File: config.mk
export PLATFORM = sky130hd
export DESIGN_NAME = lux_threshold_hysteresis_reporter_unit
export DESIGN_NICKNAME = d
export VERILOG_FILES = /design/src/sv/lthr_pkg.sv /design/src/sv/lthr_cfg.sv /design/src/sv/lthr_core.sv /design/src/sv/lux_threshold_hysteresis_reporter_unit.sv
export SDC_FILE = /design/constraint.sdc
export NUM_CORES = 1
export LEC_CHECK = 0
export BUFFER_PORTS_ARGS = -buffer_cell sky130_fd_sc_hd__buf_4
export CAP_MARGIN = 20
export CORE_MARGIN = 1.5
export CORE_UTILIZATION = 35
export CTS_BUF_LIST = sky130_fd_sc_hd__clkbuf_16
export DETAILED_ROUTE_END_ITERATION = 7
export GPL_ROUTABILITY_DRIVEN = 0
export MAX_ROUTING_LAYER = met4
export SLEW_MARGIN = 15
export SYNTH_ARGS = -nofsm -noshare
export SYNTH_HDL_FRONTEND = slang
export SYNTH_SLANG_ARGS = --single-unit
export TNS_END_PERCENT = 20
File: constraint.sdc
create_clock -name aclk -period 28.5 [get_ports aclk]
set_input_delay 5.7 -clock aclk [delete_from_list [all_inputs] [get_ports aclk]]
set_output_delay 5.7 -clock aclk [all_outputs]
set_load 0.05 [all_outputs]
File: src/sv/lthr_pkg.sv
`default_nettype none
// ============================================================================
// lthr_pkg
// shared types, register indexes and constants of the lux threshold reporter
// ============================================================================
package lthr_pkg;

    localparam int TICK_WIDTH_DEFAULT = 32;
    localparam int LUX_W              = 16;
    localparam int VAL_W              = 8;
    localparam int DELAY_W            = 14;
    localparam int CYCLE_W            = 15;
    localparam int CFG_ADDR_W         = 3;
    localparam int CFG_DATA_W         = 16;

    localparam logic [CYCLE_W-1:0] CYCLE_TICKS_RESET = 15'd17490;
    localparam logic [VAL_W-1:0]   DIM_MAX           = 8'd255;
    localparam logic [VAL_W-1:0]   DIM_NEAR_MAX      = 8'd252;
    localparam logic [VAL_W-1:0]   DIM_FINE_STEP     = 8'd4;

    // control_bits fields
    localparam int CTRL_LOCK_BIT        = 3;
    localparam int CTRL_ONCE_ABOVE_BIT  = 4;
    localparam int CTRL_CYCL_ABOVE_BIT  = 5;
    localparam int CTRL_ONCE_BELOW_BIT  = 6;
    localparam int CTRL_CYCL_BELOW_BIT  = 7;

    typedef enum logic [CFG_ADDR_W-1:0] {
        REG_REGULATE_MODE = 3'd0,
        REG_THRESHOLD_LUX = 3'd1,
        REG_CONTROL_BITS  = 3'd2,
        REG_DELAY_ABOVE   = 3'd3,
        REG_DELAY_BELOW   = 3'd4,
        REG_VALUE_ABOVE   = 3'd5,
        REG_VALUE_BELOW   = 3'd6,
        REG_CYCLE_TICKS   = 3'd7
    } cfg_index_t;

    typedef enum logic {
        OP_EVAL = 1'b0,
        OP_TICK = 1'b1
    } opcode_t;

    typedef enum logic [1:0] {
        SCHED_OFF     = 2'd0,
        SCHED_CYCLIC  = 2'd1,
        SCHED_ONCE_DL = 2'd2,
        SCHED_CYCL_DL = 2'd3
    } sched_t;

    typedef struct packed {
        logic                regulate_mode;
        logic [LUX_W-1:0]    threshold_lux;
        logic [VAL_W-1:0]    control_bits;
        logic [DELAY_W-1:0]  delay_above;
        logic [DELAY_W-1:0]  delay_below;
        logic [VAL_W-1:0]    value_above;
        logic [VAL_W-1:0]    value_below;
        logic [CYCLE_W-1:0]  cycle_ticks;
        logic [LUX_W-1:0]    low_limit;
    } cfg_t;

    // reciprocal multiplier for threshold / {1,2,10,5,3}, exact over 16 bits
    function automatic logic [LUX_W-1:0] hyst_mul(input logic [2:0] idx);
        logic [LUX_W-1:0] m;
        case (idx)
            3'd2, 3'd3: m = 16'hCCCD;
            3'd4:       m = 16'hAAAB;
            default:    m = 16'h0001;
        endcase
        return m;
    endfunction

    function automatic logic [4:0] hyst_shift(input logic [2:0] idx);
        logic [4:0] s;
        case (idx)
            3'd1:    s = 5'd1;
            3'd2:    s = 5'd19;
            3'd3:    s = 5'd18;
            3'd4:    s = 5'd17;
            default: s = 5'd0;
        endcase
        return s;
    endfunction

endpackage
`default_nettype wire

File: src/sv/lthr_cfg.sv
`default_nettype none
// ============================================================================
// lthr_cfg
// configuration registers and the precomputed lower switching limit
// ============================================================================
module lthr_cfg
    import lthr_pkg::*;
(
    input  wire logic                  aclk,
    input  wire logic                  aresetn,
    input  wire logic                  cfg_we,
    input  wire logic [CFG_ADDR_W-1:0] cfg_addr,
    input  wire logic [CFG_DATA_W-1:0] cfg_wdata,
    output cfg_t                       cfg
);

    cfg_t cfg_reg;
    cfg_t cfg_next;

    logic [2*LUX_W-1:0] prod;
    logic [2*LUX_W-1:0] quot;
    logic [LUX_W-1:0]   hyst;

    always_comb begin
        cfg_next = cfg_reg;
        if (cfg_we) begin
            case (cfg_index_t'(cfg_addr))
                REG_REGULATE_MODE: cfg_next.regulate_mode = cfg_wdata[0];
                REG_THRESHOLD_LUX: cfg_next.threshold_lux = cfg_wdata[LUX_W-1:0];
                REG_CONTROL_BITS:  cfg_next.control_bits  = cfg_wdata[VAL_W-1:0];
                REG_DELAY_ABOVE:   cfg_next.delay_above   = cfg_wdata[DELAY_W-1:0];
                REG_DELAY_BELOW:   cfg_next.delay_below   = cfg_wdata[DELAY_W-1:0];
                REG_VALUE_ABOVE:   cfg_next.value_above   = cfg_wdata[VAL_W-1:0];
                REG_VALUE_BELOW:   cfg_next.value_below   = cfg_wdata[VAL_W-1:0];
                REG_CYCLE_TICKS:   cfg_next.cycle_ticks   = cfg_wdata[CYCLE_W-1:0];
                default: ;
            endcase
        end
        // hysteresis = threshold / divisor, at least 1; low limit saturates at 0
        prod = cfg_next.threshold_lux * hyst_mul(cfg_next.control_bits[2:0]);
        quot = prod >> hyst_shift(cfg_next.control_bits[2:0]);
        hyst = (quot[LUX_W-1:0] == '0) ? LUX_W'(1) : quot[LUX_W-1:0];
        cfg_next.low_limit = (cfg_next.threshold_lux > hyst) ?
                             cfg_next.threshold_lux - hyst : '0;
    end

    always_ff @(posedge aclk) begin
        if (!aresetn) begin
            cfg_reg <= '{regulate_mode: 1'b0,
                         threshold_lux: '0,
                         control_bits:  '0,
                         delay_above:   '0,
                         delay_below:   '0,
                         value_above:   '0,
                         value_below:   '0,
                         cycle_ticks:   CYCLE_TICKS_RESET,
                         low_limit:     '0};
        end else begin
            cfg_reg <= cfg_next;
        end
    end

    assign cfg = cfg_reg;

endmodule
`default_nettype wire

File: src/sv/lthr_core.sv
`default_nettype none
// ============================================================================
// lthr_core
// input register, channel state, evaluate/tick logic and result register
// ============================================================================
module lthr_core
    import lthr_pkg::*;
#(
    parameter int TICK_WIDTH = TICK_WIDTH_DEFAULT
) (
    input  wire logic             aclk,
    input  wire logic             aresetn,
    input  wire cfg_t             cfg,
    input  wire logic             s_valid,
    output logic                  s_ready,
    input  wire logic             s_opcode,
    input  wire logic [LUX_W-1:0] s_lux_sample,
    input  wire logic             s_lock_input,
    output logic                  m_valid,
    input  wire logic             m_ready,
    output logic                  m_send_strobe,
    output logic [VAL_W-1:0]      m_sent_value,
    output logic [VAL_W-1:0]      m_object_value,
    output logic [VAL_W-1:0]      m_dim_level_out,
    output logic                  m_above_flag,
    output logic                  m_below_flag
);

    // input stage
    logic             in_valid_reg;
    opcode_t          in_opcode_reg;
    logic [LUX_W-1:0] in_lux_reg;
    logic             in_lock_reg;

    // channel state
    logic [TICK_WIDTH-1:0] tick_count_reg, tick_count_next;
    sched_t                sched_reg, sched_next;
    logic [TICK_WIDTH-1:0] due_time_reg, due_time_next;
    logic                  above_sent_reg, above_sent_next;
    logic                  below_sent_reg, below_sent_next;
    logic [VAL_W-1:0]      dim_level_reg, dim_level_next;
    logic [VAL_W-1:0]      stored_object_reg, stored_object_next;

    // result stage
    logic             m_valid_reg;
    logic             strobe_reg, strobe_next;
    logic [VAL_W-1:0] sent_value_reg, sent_value_next;

    logic             advance;
    logic             blocked;
    logic             is_above;
    logic             is_below;
    logic [3:0]       nib;
    logic [VAL_W-1:0] step;
    logic [TICK_WIDTH-1:0] tick_inc;

    assign advance = in_valid_reg && (!m_valid_reg || m_ready);
    assign s_ready = !in_valid_reg || advance;

    always_comb begin
        tick_count_next    = tick_count_reg;
        sched_next         = sched_reg;
        due_time_next      = due_time_reg;
        above_sent_next    = above_sent_reg;
        below_sent_next    = below_sent_reg;
        dim_level_next     = dim_level_reg;
        stored_object_next = stored_object_reg;
        strobe_next        = 1'b0;
        sent_value_next    = '0;

        tick_inc = tick_count_reg + TICK_WIDTH'(1);
        blocked  = cfg.control_bits[CTRL_LOCK_BIT] && in_lock_reg;
        is_above = in_lux_reg > cfg.threshold_lux;
        is_below = in_lux_reg < cfg.low_limit;
        nib      = cfg.control_bits[7:4];
        step     = {((nib == 4'hF) ? 4'hF : nib + 4'd1), 4'd0};

        case (in_opcode_reg)
            OP_TICK: begin
                tick_count_next = tick_inc;
                if (sched_reg != SCHED_OFF && due_time_reg == tick_inc) begin
                    strobe_next = 1'b1;
                    if (cfg.regulate_mode) begin
                        sent_value_next = dim_level_reg;
                    end else if (above_sent_reg) begin
                        sent_value_next = cfg.value_above;
                    end else begin
                        sent_value_next = cfg.value_below;
                    end
                    if (sched_reg[0]) begin
                        sched_next    = SCHED_CYCLIC;
                        due_time_next = tick_inc + TICK_WIDTH'(cfg.cycle_ticks);
                    end else begin
                        sched_next    = SCHED_OFF;
                        due_time_next = '0;
                    end
                end
            end
            OP_EVAL: begin
                if (cfg.regulate_mode) begin
                    if (!blocked) begin
                        if (is_above) begin
                            if ({1'b0, in_lux_reg} > {cfg.threshold_lux, 1'b0} &&
                                dim_level_reg >= step) begin
                                dim_level_next = dim_level_reg - step;
                            end else begin
                                dim_level_next = (dim_level_reg > 8'd3) ?
                                                 dim_level_reg - DIM_FINE_STEP : '0;
                            end
                        end
                        if (is_below) begin
                            if ({in_lux_reg, 1'b0} < {1'b0, cfg.low_limit} &&
                                dim_level_reg <= DIM_MAX - step) begin
                                dim_level_next = dim_level_reg + step;
                            end else begin
                                dim_level_next = (dim_level_reg < DIM_NEAR_MAX) ?
                                                 dim_level_reg + DIM_FINE_STEP : DIM_MAX;
                            end
                        end
                        if (dim_level_next != dim_level_reg) begin
                            strobe_next     = 1'b1;
                            sent_value_next = dim_level_next;
                            sched_next      = SCHED_CYCLIC;
                            due_time_next   = tick_count_reg + TICK_WIDTH'(cfg.cycle_ticks);
                        end
                    end
                end else if (blocked) begin
                    sched_next      = SCHED_OFF;
                    due_time_next   = '0;
                    above_sent_next = 1'b0;
                    below_sent_next = 1'b0;
                end else begin
                    if (is_above) begin
                        if ((cfg.control_bits[CTRL_ONCE_ABOVE_BIT] ||
                             cfg.control_bits[CTRL_CYCL_ABOVE_BIT]) && !above_sent_reg) begin
                            if (cfg.delay_above != '0) begin
                                sched_next = sched_t'({1'b1,
                                             cfg.control_bits[CTRL_CYCL_ABOVE_BIT]});
                                due_time_next = tick_count_reg +
                                                TICK_WIDTH'(cfg.delay_above);
                            end else begin
                                sched_next = sched_t'({1'b0,
                                             cfg.control_bits[CTRL_CYCL_ABOVE_BIT]});
                                due_time_next = tick_count_reg +
                                                TICK_WIDTH'(cfg.cycle_ticks);
                                strobe_next     = 1'b1;
                                sent_value_next = cfg.value_above;
                            end
                            stored_object_next = cfg.value_above;
                            above_sent_next    = 1'b1;
                        end
                        below_sent_next = 1'b0;
                    end
                    if (is_below) begin
                        if ((cfg.control_bits[CTRL_ONCE_BELOW_BIT] ||
                             cfg.control_bits[CTRL_CYCL_BELOW_BIT]) && !below_sent_reg) begin
                            if (cfg.delay_below != '0) begin
                                sched_next = sched_t'({1'b1,
                                             cfg.control_bits[CTRL_CYCL_BELOW_BIT]});
                                due_time_next = tick_count_reg +
                                                TICK_WIDTH'(cfg.delay_below);
                            end else begin
                                sched_next = sched_t'({1'b0,
                                             cfg.control_bits[CTRL_CYCL_BELOW_BIT]});
                                due_time_next = tick_count_reg +
                                                TICK_WIDTH'(cfg.cycle_ticks);
                                strobe_next     = 1'b1;
                                sent_value_next = cfg.value_below;
                            end
                            stored_object_next = cfg.value_below;
                            below_sent_next    = 1'b1;
                        end
                        above_sent_next = 1'b0;
                    end
                end
            end
            default: ;
        endcase
    end

    // input register
    always_ff @(posedge aclk) begin
        if (!aresetn) begin
            in_valid_reg <= 1'b0;
        end else if (s_valid && s_ready) begin
            in_valid_reg <= 1'b1;
        end else if (advance) begin
            in_valid_reg <= 1'b0;
        end
    end

    always_ff @(posedge aclk) begin
        if (s_valid && s_ready) begin
            in_opcode_reg <= opcode_t'(s_opcode);
            in_lux_reg    <= s_lux_sample;
            in_lock_reg   <= s_lock_input;
        end
    end

    // channel state
    always_ff @(posedge aclk) begin
        if (!aresetn) begin
            tick_count_reg    <= '0;
            sched_reg         <= SCHED_OFF;
            due_time_reg      <= '0;
            above_sent_reg    <= 1'b0;
            below_sent_reg    <= 1'b0;
            dim_level_reg     <= '0;
            stored_object_reg <= '0;
        end else if (advance) begin
            tick_count_reg    <= tick_count_next;
            sched_reg         <= sched_next;
            due_time_reg      <= due_time_next;
            above_sent_reg    <= above_sent_next;
            below_sent_reg    <= below_sent_next;
            dim_level_reg     <= dim_level_next;
            stored_object_reg <= stored_object_next;
        end
    end

    // result register
    always_ff @(posedge aclk) begin
        if (!aresetn) begin
            m_valid_reg <= 1'b0;
        end else if (advance) begin
            m_valid_reg <= 1'b1;
        end else if (m_ready) begin
            m_valid_reg <= 1'b0;
        end
    end

    always_ff @(posedge aclk) begin
        if (advance) begin
            strobe_reg     <= strobe_next;
            sent_value_reg <= sent_value_next;
        end
    end

    assign m_valid         = m_valid_reg;
    assign m_send_strobe   = strobe_reg;
    assign m_sent_value    = sent_value_reg;
    assign m_object_value  = stored_object_reg;
    assign m_dim_level_out = dim_level_reg;
    assign m_above_flag    = above_sent_reg;
    assign m_below_flag    = below_sent_reg;

`ifndef NO_ASSERTIONS
    a_flags_exclusive: assert property (@(posedge aclk) disable iff (!aresetn)
        !(above_sent_reg && below_sent_reg))
        else $error("above and below flags both set");

    a_result_held: assert property (@(posedge aclk) disable iff (!aresetn)
        (m_valid_reg && !m_ready) |=> (m_valid_reg && $stable(strobe_reg) &&
                                       $stable(sent_value_reg) &&
                                       $stable(stored_object_reg)))
        else $error("stalled result transaction changed");

    a_quiet_value_zero: assert property (@(posedge aclk) disable iff (!aresetn)
        (m_valid_reg && !strobe_reg) |-> (sent_value_reg == '0))
        else $error("value reported without strobe");

    a_advance_to_output: assert property (@(posedge aclk) disable iff (!aresetn)
        advance |=> m_valid_reg)
        else $error("processed transaction did not reach result register");
`endif

endmodule
`default_nettype wire

File: src/sv/lux_threshold_hysteresis_reporter_unit.sv
`default_nettype none
// ============================================================================
// lux_threshold_hysteresis_reporter_unit
// brightness threshold switch with hysteresis, delayed and cyclic reports,
// and dim-level regulation mode
// ============================================================================
//
//  channel  | handshake           | payload
//  ---------+---------------------+--------------------------------------------
//  input    | s_valid / s_ready   | s_opcode, s_lux_sample, s_lock_input
//  result   | m_valid / m_ready   | m_send_strobe, m_sent_value, m_object_value,
//           |                     | m_dim_level_out, m_above_flag, m_below_flag
//  config   | cfg_we              | cfg_addr, cfg_wdata
//
//  one transaction per cycle unless the result stalls; input and result registered
//  the input register feeds one evaluate/tick step that updates state and the
//  result register in the same edge; the low limit is computed on config write
//  aresetn clears state, flags and config to defaults (cycle_ticks 17490)
//  a stalled result holds the input register; s_ready follows m_ready when full
//
module lux_threshold_hysteresis_reporter_unit
    import lthr_pkg::*;
#(
    parameter int TICK_WIDTH = TICK_WIDTH_DEFAULT
) (
    input  wire logic                  aclk,
    input  wire logic                  aresetn,
    input  wire logic                  cfg_we,
    input  wire logic [CFG_ADDR_W-1:0] cfg_addr,
    input  wire logic [CFG_DATA_W-1:0] cfg_wdata,
    input  wire logic                  s_valid,
    output logic                       s_ready,
    input  wire logic                  s_opcode,
    input  wire logic [LUX_W-1:0]      s_lux_sample,
    input  wire logic                  s_lock_input,
    output logic                       m_valid,
    input  wire logic                  m_ready,
    output logic                       m_send_strobe,
    output logic [VAL_W-1:0]           m_sent_value,
    output logic [VAL_W-1:0]           m_object_value,
    output logic [VAL_W-1:0]           m_dim_level_out,
    output logic                       m_above_flag,
    output logic                       m_below_flag
);

    cfg_t cfg;

    lthr_cfg u_cfg (
        .aclk      (aclk),
        .aresetn   (aresetn),
        .cfg_we    (cfg_we),
        .cfg_addr  (cfg_addr),
        .cfg_wdata (cfg_wdata),
        .cfg       (cfg)
    );

    lthr_core #(
        .TICK_WIDTH (TICK_WIDTH)
    ) u_core (
        .aclk            (aclk),
        .aresetn         (aresetn),
        .cfg             (cfg),
        .s_valid         (s_valid),
        .s_ready         (s_ready),
        .s_opcode        (s_opcode),
        .s_lux_sample    (s_lux_sample),
        .s_lock_input    (s_lock_input),
        .m_valid         (m_valid),
        .m_ready         (m_ready),
        .m_send_strobe   (m_send_strobe),
        .m_sent_value    (m_sent_value),
        .m_object_value  (m_object_value),
        .m_dim_level_out (m_dim_level_out),
        .m_above_flag    (m_above_flag),
        .m_below_flag    (m_below_flag)
    );

endmodule
`default_nettype wire

Word level (Yosys, flattened, before mapping)
Index checks and enable logic that the tools add are counted.
{"block": "totals", "reg_bits": 213, "output_inout_bits": 29}
{"block": "op_classes", "add_sub_neg": 12, "n_mul": 1, "n_lt_le_gt_ge": 9, "eq_ne": 17, "shift": 1, "muxes": 89, "bitwise": 3, "reduce_logical": 40}
{"cell": "32-bit 2-to-1 mux", "n": 12}
{"cell": "8-bit 2-to-1 mux", "n": 29}
{"cell": "83-bit 2-to-1 mux", "n": 1}
{"cell": "32-bit by 14-bit adder with 32-bit output", "n": 2}
{"cell": "32-bit by 15-bit adder with 32-bit output", "n": 2}
{"cell": "32-bit one-hot mux with 2 select lines", "n": 1}
{"cell": "32-bit by 1-bit adder with 32-bit output, second input constant", "n": 1}
{"cell": "32-bit == test", "n": 1}
{"cell": "16-bit greater-than comparator", "n": 2}
{"cell": "16-bit by 16-bit multiplier with 32-bit output", "n": 1}
{"cell": "16-bit 2-to-1 mux", "n": 2}
{"cell": "16-bit one-hot mux with 2 select lines", "n": 1}
{"cell": "32-bit by 5-bit right shift with 16-bit output", "n": 1}
{"cell": "14-bit 2-to-1 mux", "n": 2}
{"cell": "14-bit nonzero test", "n": 2}
{"cell": "1-bit 2-to-1 mux", "n": 24}
{"cell": "2-bit 2-to-1 mux", "n": 11}
{"cell": "5-bit one-hot mux with 4 select lines", "n": 1}
{"cell": "2-bit AND reduction", "n": 9}
{"cell": "16-bit by 17-bit greater-than comparator with 1-bit output", "n": 1}
{"cell": "17-bit by 16-bit less-than comparator with 1-bit output", "n": 1}
{"cell": "16-bit zero test", "n": 1}
{"cell": "16-bit less-than comparator", "n": 1}
{"cell": "8-bit one-hot mux with 2 select lines", "n": 1}
{"cell": "34 further kinds", "n": 62}

Depth between registers and ports, before layout
Gate-level depths: netlist of run 1.
{"block": "logic_depth", "word_depth": 15, "ltp_mapped": 47}

By module
A second synthesis of run 1 with hierarchy kept.
{"block": "unflattened", "hier_cells": 3414, "area_unflattened_um2": 27109.8}
{"mod": "lthr_core", "n_inst": 1, "cells_each": 1975, "area_each_um2": 14871.8}
{"mod": "lthr_cfg", "n_inst": 1, "cells_each": 1439, "area_each_um2": 12238.0}

Worst setup path before layout of run 1
OpenSTA, ideal clock, no wires.
{"block": "synth_path", "path_type": "in2reg", "startpoint": "in cfg_addr[0]", "endpoint": "reg u_cfg.cfg_reg (netlist bit u_cfg.cfg[15])", "arrival_ns": 15.677, "required_time_ns": 28.368, "setup_slack_ns": 12.691, "path_stages": 43, "path_buffers": 5, "cell_sequence": "clkbuf_1 -> nand4bb_1 -> o21ai_0 -> clkbuf_1 -> buf_1 -> nand2_1 -> inv_1 -> nor2_1 -> fa_1 -> fa_1 -> inv_1 -> ha_1 -> fa_1 -> inv_1 -> fa_1 -> fa_1 -> inv_1 -> ha_1 -> [7 not listed] -> a311oi_1 -> a222oi_1 -> and3_1 -> a31o_2 -> ha_1 -> inv_1 -> fa_1 -> a21o_1 -> a21oi_1 -> o21bai_1 -> a21oi_1 -> o21bai_1 -> a21o_1 -> a21oi_1 -> or2_2 -> clkbuf_1 -> a2111oi_0 -> or3b_2"}
{"block": "synth_via", "elab_chain_cells": 12, "elab_cells_between_ends": 19}
{"item": "start: declaration", "line_no": "lux_threshold_hysteresis_reporter_unit.sv:29", "rtl": "input wire logic [CFG_ADDR_W-1:0] cfg_addr,"}
{"item": "3-bit by 2-bit == test with 1-bit output", "line_no": "lthr_cfg.sv:27", "rtl": "case (cfg_index_t'(cfg_addr))"}
{"item": "8-bit 2-to-1 mux", "line_no": "lthr_cfg.sv:27"}
{"item": "83-bit 2-to-1 mux *", "line_no": "lthr_cfg.sv:26", "rtl": "if (cfg_we) begin"}
{"item": "3-bit by 2-bit == test with 1-bit output", "line_no": "lthr_pkg.sv:66, lthr_pkg.sv:76"}
{"item": "2-bit OR reduction", "line_no": "lthr_pkg.sv:66", "rtl": "case (idx)"}
{"item": "16-bit one-hot mux with 2 select lines", "line_no": "lthr_pkg.sv:66"}
{"item": "16-bit by 16-bit multiplier with 32-bit output", "line_no": "lthr_cfg.sv:40", "rtl": "prod = cfg_next.threshold_lux * hyst_mul(cfg_next.control_bits[2:0]);"}
{"item": "32-bit by 5-bit right shift with 16-bit output", "line_no": "lthr_cfg.sv:41", "rtl": "quot = prod >> hyst_shift(cfg_next.control_bits[2:0]);"}
{"item": "16-bit zero test", "line_no": "lthr_cfg.sv:42", "rtl": "hyst = (quot[LUX_W-1:0] == '0) ? LUX_W'(1) : quot[LUX_W-1:0];"}
{"item": "16-bit 2-to-1 mux", "line_no": "lthr_cfg.sv:42"}
{"item": "16-bit greater-than comparator", "line_no": "lthr_cfg.sv:43", "rtl": "cfg_next.low_limit = (cfg_next.threshold_lux > hyst) ?"}
{"item": "2-bit AND reduction (no source line)"}
{"item": "end signal: assignment", "line_no": "lthr_cfg.sv:49", "rtl": "cfg_reg <= '{regulate_mode: 1'b0,"}
{"item": "end signal: assignment", "line_no": "lthr_cfg.sv:59", "rtl": "cfg_reg <= cfg_next;"}
{"item": "end: declaration", "line_no": "lthr_cfg.sv:17", "rtl": "cfg_t cfg_reg;"}
Every way passes the cells marked *; elsewhere a longest branch is shown, timed or not.
A chain may end at the register's enable or synchronous reset.

==> metrics.csv, run 1 <==
stage;metric;value;unit
job;MaxCap Viol Count;0;
routing;ANT nets after route;0;
grt;global-route wire length before repair;142900;um
grt;antenna violations before repair;9;
setup_path;CP max stage delay;0.63;ns
clock_tree;H-tree depth;1;
setup_path;CP endpoint kind;flip-flop;
sta;PnR worst setup slack;11.82;ns
floorplanning;starting density of the core;35.32;%
pwr;LEAKAGE;12.12;nW
clock_tree;TritonCTS clock tree;yes;
setup_path;crit path kind;input pin to flip-flop;
routing;Vias/cell;5.802;
clock_tree;clock slew at reported path FFs;0.06;ns
synthesis;Synthesis Warnings;0;
floorplanning;io pins;71;
clock_tree;# resized after CTS;0;
sta;Final Slew Violations;0;
clock_tree;hold_buf cts;0;
grt;largest net degree at the start of global routing;68;
synthesis;sequential area share after synthesis;17.27;%
sta;worst slew pin tran;1.099;ns
floorplanning;site row count;100;
sta;fmax;0.05996;GHz
synthesis;Mapped Cells;3391;
routing;vias after detailed routing;25220;
cells_and_area;Filler cells;7821;
clock_tree;Num CTS Buffers;25;
sta;Hold Fails Final Rpt;0;
grt;GRT Util Overall;24.19;%
grt;aggregate global routing overflow;0;
run_status;status;complete, no violations;
synthesis;cell area after synthesis;26250;um^2
synthesis;register bit total from synthesis;213;
worst_hold_path;HP Class;flip-flop to flip-flop;
routing;Starting DRT DRC Count;2815;
sta;relative slew slack;26.43;%
floorplanning;Die Wd;276.9;um
cells_and_area;most frequent cells in the layout;inv_1 (357), nand2_1 (353), a21oi_1 (305), ha_1 (290), nor2_1 (268);
placement;pre-CTS setup slack;11.52;ns
setup_path;critical path required time;28.92;ns
floorplanning;Die ar.;76660;um^2
sta;final clock period utilization by the worst path;58.52;%
cells_and_area;Nets;3821;
clock_tree;CTS sink count;213;
clock_tree;Worst-Skew Late Latency;0.58;ns
grt;vias in the first global route;23890;
cells_and_area;share of layout cells above drive strength 1;5.849;%
cells_and_area;most common cell after layout, fill and taps aside;inv_1;
cells_and_area;max reg flops;100;
sta;Setup Viol. Count Final;0;
synthesis;syn_area_per_cell;7.742;um^2
routing;final WL;92490;um
cells_and_area;Syn-to-layout area delta;8.059;%
routing;Pre-antenna DRT Iters;6;
setup_path;Slowest cell on crit path;fa_1;
floorplanning;core area;74320;um^2
sta;fin crit period;16.68;ns
setup_path;Worst Path Max Fanout;31;
pwr;Power Density;31.04;nW/um^2
placement;Port Buffer Count;70;
placement;DP HPWL;72580;um
sta;setup TNS;0;ns
sta;skew final;0.03822;ns
clock_tree;setup bufs post-CTS;0;
clock_tree;CTS Buffer Depth;3;
floorplanning;Die Ht;276.9;um
synthesis;syn_nets;3862;
sta;RSZ-0062 raised after global routing;false;
synthesis;Yosys cell types;99;
routing;Wirelength per Cell;21.28;um
pwr;Worst IR Drop VDD;36.11;uV
setup_path;Worst setup SP type;input pin;
setup_path;WP data arrival;17.10;ns
synthesis;number of flops mapped to enable cells by yosys;27;
synthesis;asr flop ratio synth;0;%
routing;DRC violations left;0;
pwr;Power, Total;0.8805;mW
clock_tree;CTS root buffer;clkbuf_16;
synthesis;top_reg_cell synth;dfxtp_1;
-- metal layers --
metal  vias to the layer above  GRT usage [%]  routed length [um]
met5                         -              -                   0
met4                         0          10.14                4097
met3                       237          3.577                7553
met2                      1140          36.83               40360
met1                     11890          31.96               40490
li1                      11950              -                   -
-- cell type report --
type,count,area [um^2],area share [%]
antenna,9,22.52,0.07939
tap,969,1212,4.274
clock inverter,20,152.6,0.5381
timing repair buffer,101,762.0,2.686
sequential,213,4534,15.98
inverter,357,1343,4.733
clock buffer,25,625.6,2.205
multi-input combinational,2652,19720,69.50
-- stage by stage --
step | cell area [um^2] | utilization [%] | hold WS, ns | std cells
after floorplan | 26250 | - | 0.4533 | 3391
after global placement | 27540 | 37.06 | 0.4679 | 4289
after detailed placement | 27550 | 37.07 | 0.4719 | 4290
after CTS | 28330 | 38.12 | 0.4808 | 4335
after global routing | 28370 | 38.17 | 0.5104 | 4346
final | 28370 | 38.17 | 0.4815 | 4346
-- report_power, final --
group          leakage (nW)  internal (mW)  total [mW]  switching [mW]
clock network         0.401          0.178       0.323           0.145
logic                  9.95         0.0837       0.225           0.142
registers              1.77          0.318       0.333          0.0145
total                  12.1          0.580       0.881           0.301
-- critical path: cells and delay by family --
| kind | cells | cell delay, ns |
|---|---|---|
| fa+ha+maj | 9 | 4.14 |
| compound gates | 16 | 4.04 |
| simple gates | 9 | 1.96 |
| buf+inv | 9 | 1.22 |
-- cells by family after synthesis --
logic type	after synthesis	synth area share, %
and+or+nand+nor	1096	20.09
AOI/OAI and AO/OA	896	22.25
buffers and inverters	526	7.821
adders and majority gates	429	24.42
DFF	213	17.27
xor gates and xnor gates	190	6.553
muxes	41	1.592
-- path summary, 6_finish.rpt --
kind / end / cells past startpoint / slack (ns) / start
hold reg to reg: u_cfg.cfg[49]$_SDFFE_PN0P_ / 2 / 0.48 / u_cfg.cfg[49]$_SDFFE_PN0P_
setup reg to reg: u_cfg.cfg[15]$_SDFF_PN0_ / 38 / 17.31 / u_cfg.cfg[75]$_SDFF_PN0_
setup / recovery: u_cfg.cfg[15]$_SDFF_PN0_ / 43 / 11.82 / cfg_addr[2]
hold / removal: u_cfg.cfg[49]$_SDFFE_PN0P_ / 2 / 0.48 / u_cfg.cfg[49]$_SDFFE_PN0P_
-- cells in the mapped netlist, types with 41 or more instances --
library cell	count	area share, %
xnor2_1	116	3.9
a211oi_1	41	1.2
inv_1	354	5.1
nand2_1	353	5.0
a21o_1	41	1.2
nor3_1	88	1.7
nor2_1	270	3.9
nand4_1	46	1.1
a21oi_1	305	5.8
clkbuf_1	131	1.9
nand3_1	86	1.6
ha_1	290	14
o21ai_0	160	3.1
xor2_1	70	2.3
dfxtp_1	186	14
fa_1	139	11
Note: power is estimated with default switching activity, not from simulation.
==> run 2, diff against run 1 <==
Settings changed: ABC_AREA from default to 1.
Clock period 28.5 ns to 14.2 ns, I/O delays scaled along.
==> metrics.csv, run 2 <==
stage;metric;value;unit;change
routing;final WL;92090;um;was 92490 um
synthesis;Synthesis Warnings;0;;unchanged
floorplanning;Die Wd;276.3;um;was 276.9 um
setup_path;WP data arrival;13.36;ns;was 17.10 ns
setup_path;R2R setup slack;4.06;ns;was 17.31 ns
sta;Setup Viol. Count Final;0;;unchanged
job;MaxCap Viol Count;0;;unchanged
cells_and_area;max reg flops;100;;unchanged
cells_and_area;Syn-to-layout area delta;8.809;%;was 8.059%
clock_tree;clock slew at reported path FFs;0.06;ns;about the same
sta;RSZ-0062 raised after global routing;false;;unchanged
routing;uppermost routed layer;met4;;unchanged
grt;vias in the first global route;24840;;was 23890
clock_tree;CTS sink count;213;;unchanged
setup_path;critical path required time;14.63;ns;was 28.92 ns
worst_hold_path;HP Class;flip-flop to flip-flop;;unchanged
cells_and_area;Nets;4467;;was 3821
floorplanning;io pins;71;;unchanged
cells_and_area;Finished Layout Cells;4985;;was 4346
synthesis;register bit total from synthesis;213;;unchanged
cells_and_area;post-layout util;38.35;%;was 38.17%
sta;setup TNS;0;ns;unchanged
routing;Starting DRT DRC Count;2568;;was 2815
setup_path;crit-path most repeated cell;nand2_1;;
clock_tree;H-tree depth;1;;unchanged
grt;antenna violations before repair;1;;was 9
cells_and_area;most frequent cells in the layout;nand2_1 (874), inv_1 (654), nor2_1 (419), a21oi_1 (292), ha_1 (290);;was inv_1 (357), nand2_1 (353), a21oi_1 (305), ha_1 (290), nor2_1 (268)
run_status;status;complete, no violations;;unchanged
floorplanning;core area;74200;um^2;was 74320 um^2
setup_path;CP max stage delay;0.85;ns;was 0.63 ns
sta;fmax;0.07736;GHz;
floorplanning;site row count;100;;unchanged
synthesis;Synth area leader;dfxtp_1;;unchanged
worst_hold_path;worst hold endpoint;u_core.m_object_value[0]$_SDFFE_PN0P_;;was u_cfg.cfg[49]$_SDFFE_PN0P_
placement;Port Buffer Count;70;;unchanged
setup_path;Worst setup SP type;input pin;;unchanged
routing;met1 WL;41130;um;was 40490 um
routing;metal2 WL;40830;um;was 40360 um
routing;met3 routed WL;6851;um;was 7553 um
sta;final clock period utilization by the worst path;91.03;%;
synthesis;top_reg_cell synth;dfxtp_1;;unchanged
floorplanning;Die Ht;276.3;um;was 276.9 um
grt;aggregate global routing overflow;0;;unchanged
synthesis;count leader, synth;nand2_1;;was inv_1
routing;Vias/cell;5.276;;was 5.802
synthesis;syn_area_per_cell;6.570;um^2;was 7.742 um^2
clock_tree;Num CTS Buffers;25;;unchanged
routing;ANT nets after route;0;;unchanged
cells_and_area;Filler cells;8058;;was 7821
synthesis;asr flop ratio synth;0;%;unchanged
pwr;LEAKAGE;14.46;nW;was 12.12 nW
sta;skew final;0.02318;ns;was 0.03822 ns
sta;Hold Fails Final Rpt;0;;unchanged
grt;largest net degree at the start of global routing;92;;was 68
cells_and_area;FF/Latch Area;4534;um^2;unchanged
worst_hold_path;Hold Startpoint;u_core.m_object_value[0]$_SDFFE_PN0P_;;was u_cfg.cfg[49]$_SDFFE_PN0P_
synthesis;syn_nets;4451;;was 3862
sta;fin crit period;12.93;ns;
setup_path;Worst R2R Start;u_cfg.cfg[75]$_SDFF_PN0_;;unchanged
setup_path;Slowest cell on crit path;o21ai_0;;was fa_1
synthesis;number of flops mapped to enable cells by yosys;27;;unchanged
setup_path;Worst Path Max Fanout;21;;was 31
grt;global-route wire length before repair;144900;um;was 142900 um
synthesis;Mapped Cells;3980;;was 3391
clock_tree;Worst-Skew Late Latency;0.59;ns;was 0.58 ns
routing;Pre-antenna DRT Iters;6;;unchanged
synthesis;share of the synthesized area in the top cell type;14.24;%;was 14.18%
clock_tree;TritonCTS clock tree;yes;;unchanged
synthesis;cell area after synthesis;26150;um^2;was 26250 um^2
setup_path;crit path kind;input pin to flip-flop;;unchanged
clock_tree;CTS root buffer;clkbuf_16;;unchanged
sta;Final Slew Violations;0;;unchanged
floorplanning;Die ar.;76360;um^2;was 76660 um^2
pwr;Worst IR Drop VDD;74.71;uV;was 36.11 uV
cells_and_area;Multi-input gate area;18630;um^2;was 19720 um^2
pwr;Power Density;71.83;nW/um^2;was 31.04 nW/um^2
synthesis;Yosys cell types;64;;was 99
sta;worst slew pin tran;1.099;ns;about the same
cells_and_area;most common cell after layout, fill and taps aside;nand2_1;;was inv_1
cells_and_area;share of layout cells above drive strength 1;5.081;%;was 5.849%
clock_tree;setup bufs post-CTS;0;;unchanged
clock_tree;CTS Buffer Depth;3;;unchanged
floorplanning;starting density of the core;35.24;%;was 35.32%
clock_tree;hold_buf cts;0;;unchanged
grt;GRT Util Overall;24.62;%;was 24.19%
routing;DRC violations left;0;;unchanged
synthesis;sequential area share after synthesis;17.34;%;was 17.27%
sta;relative slew slack;25.83;%;was 26.43%
synthesis;top cells by area, synth;dfxtp_1 (14%), ha_1 (14%), nand2_1 (13%), fa_1 (11%), inv_1 (9.3%);;was dfxtp_1 (14%), ha_1 (14%), fa_1 (11%), a21oi_1 (5.8%), inv_1 (5.1%)
routing;Wirelength per Cell;18.47;um;was 21.28 um
placement;DP HPWL;72770;um;was 72580 um
clock_tree;# resized after CTS;0;;unchanged
routing;vias after detailed routing;26300;;was 25220
setup_path;CP endpoint kind;flip-flop;;unchanged
setup_path;FF-to-FF path depth;43;;was 38
worst_hold_path;hold path cells;2;;unchanged
setup_path;R2R Path End;u_cfg.cfg[2]$_SDFF_PN0_;;was u_cfg.cfg[15]$_SDFF_PN0_
synthesis;most frequent cells after synthesis;nand2_1 (874), inv_1 (646), nor2_1 (423), a21oi_1 (292), ha_1 (290);;was inv_1 (354), nand2_1 (353), a21oi_1 (305), ha_1 (290), nor2_1 (270)
placement;# placed instances;4938;;was 4290
## run 2: cell count changes in the layout (fill, tap and decap cells not counted), moves of 37 or more
cell,before,now
a211oi_1,40,3
inv_1,357,654
nand2_1,353,874
nand3_1,86,269
nor2_1,268,419
nor3_1,87,35
o21ai_0,159,283
or3_1,37,0
xnor2_1,116,26
## run 2: per-stage QoR
stage | total power, mW | hold WS [ns] | setup slack, ns | cell area [um^2]
final | 2.044 | 0.4904 | 1.273 | 28450
after global routing | 2.166 | 0.5235 | 0.4169 | 28450
after CTS | 2.040 | 0.4890 | 1.437 | 28450
after detailed placement | 1.391 | 0.4799 | 0.8804 | 27660
after global placement | 1.391 | 0.4810 | 0.9783 | 27660
after floorplan | 1.178 | 0.4586 | 2.293 | 26150
## run 2: logic make-up (layout without fill, tap and decap cells)
logic type | after synthesis | after routing | synth area share [%]
simple gates | 1731 | 1731 | 27.89
buf+inv | 783 | 818 | 11.48
compound gates | 710 | 710 | 14.90
fa+ha+maj | 429 | 429 | 24.52
flops | 213 | 213 | 17.34
xor+xnor | 114 | 114 | 3.871
other cells | 0 | 1 | 0
## run 2: critical path, delay by kind of cell
kind	cells	cell delay, ns
buffers and inverters	4	0.50
adders and majority gates	9	3.99
and+or+nand+nor	21	3.46
AOI/OAI and AO/OA	9	2.50
## run 2: worst max path at each step
| stage | startpoint | end | slack [ns] | cells after the start |
|---|---|---|---|---|
| 2_1_floorplan | cfg_we | u_cfg.cfg[0]$_SDFF_PN0_ | 2.29 | 53 |
| 3_3_place_gp | cfg_addr[2] | u_cfg.cfg[2]$_SDFF_PN0_ | 0.98 | 47 |
| 3_5_place_dp | cfg_addr[2] | u_cfg.cfg[13]$_SDFF_PN0_ | 0.88 | 47 |
| 4_1_cts | cfg_addr[2] | u_cfg.cfg[13]$_SDFF_PN0_ | 1.44 | 47 |
| 5_1_grt | cfg_addr[2] | u_cfg.cfg[12]$_SDFF_PN0_ | 0.42 | 47 |
| 6_report | cfg_addr[2] | u_cfg.cfg[0]$_SDFF_PN0_ | 1.27 | 43 |
## run 2: routing by layer
layer	global-route usage, %	vias to the layer above
li1	-	12930
met1	32.81	12140
met2	38.66	1051
met3	2.898	180
met4	8.216	0
met5	-	-
## run 2: power by group
group          internal, mW  leakage, nW  switching [mW]
sequential            0.643         1.78          0.0352
clock                 0.352        0.420           0.296
combinational         0.237         12.3           0.481
## run 2: layout make-up
cell class / count / area share (%)
diodes: 1 / 0.008795
flip-flops and latches: 213 / 15.94
well taps: 969 / 4.261
clock buffers: 26 / 2.287
clock inverters: 20 / 0.4925
multi-input cells: 2984 / 65.48
inverters: 670 / 8.839
repair buffers: 102 / 2.691
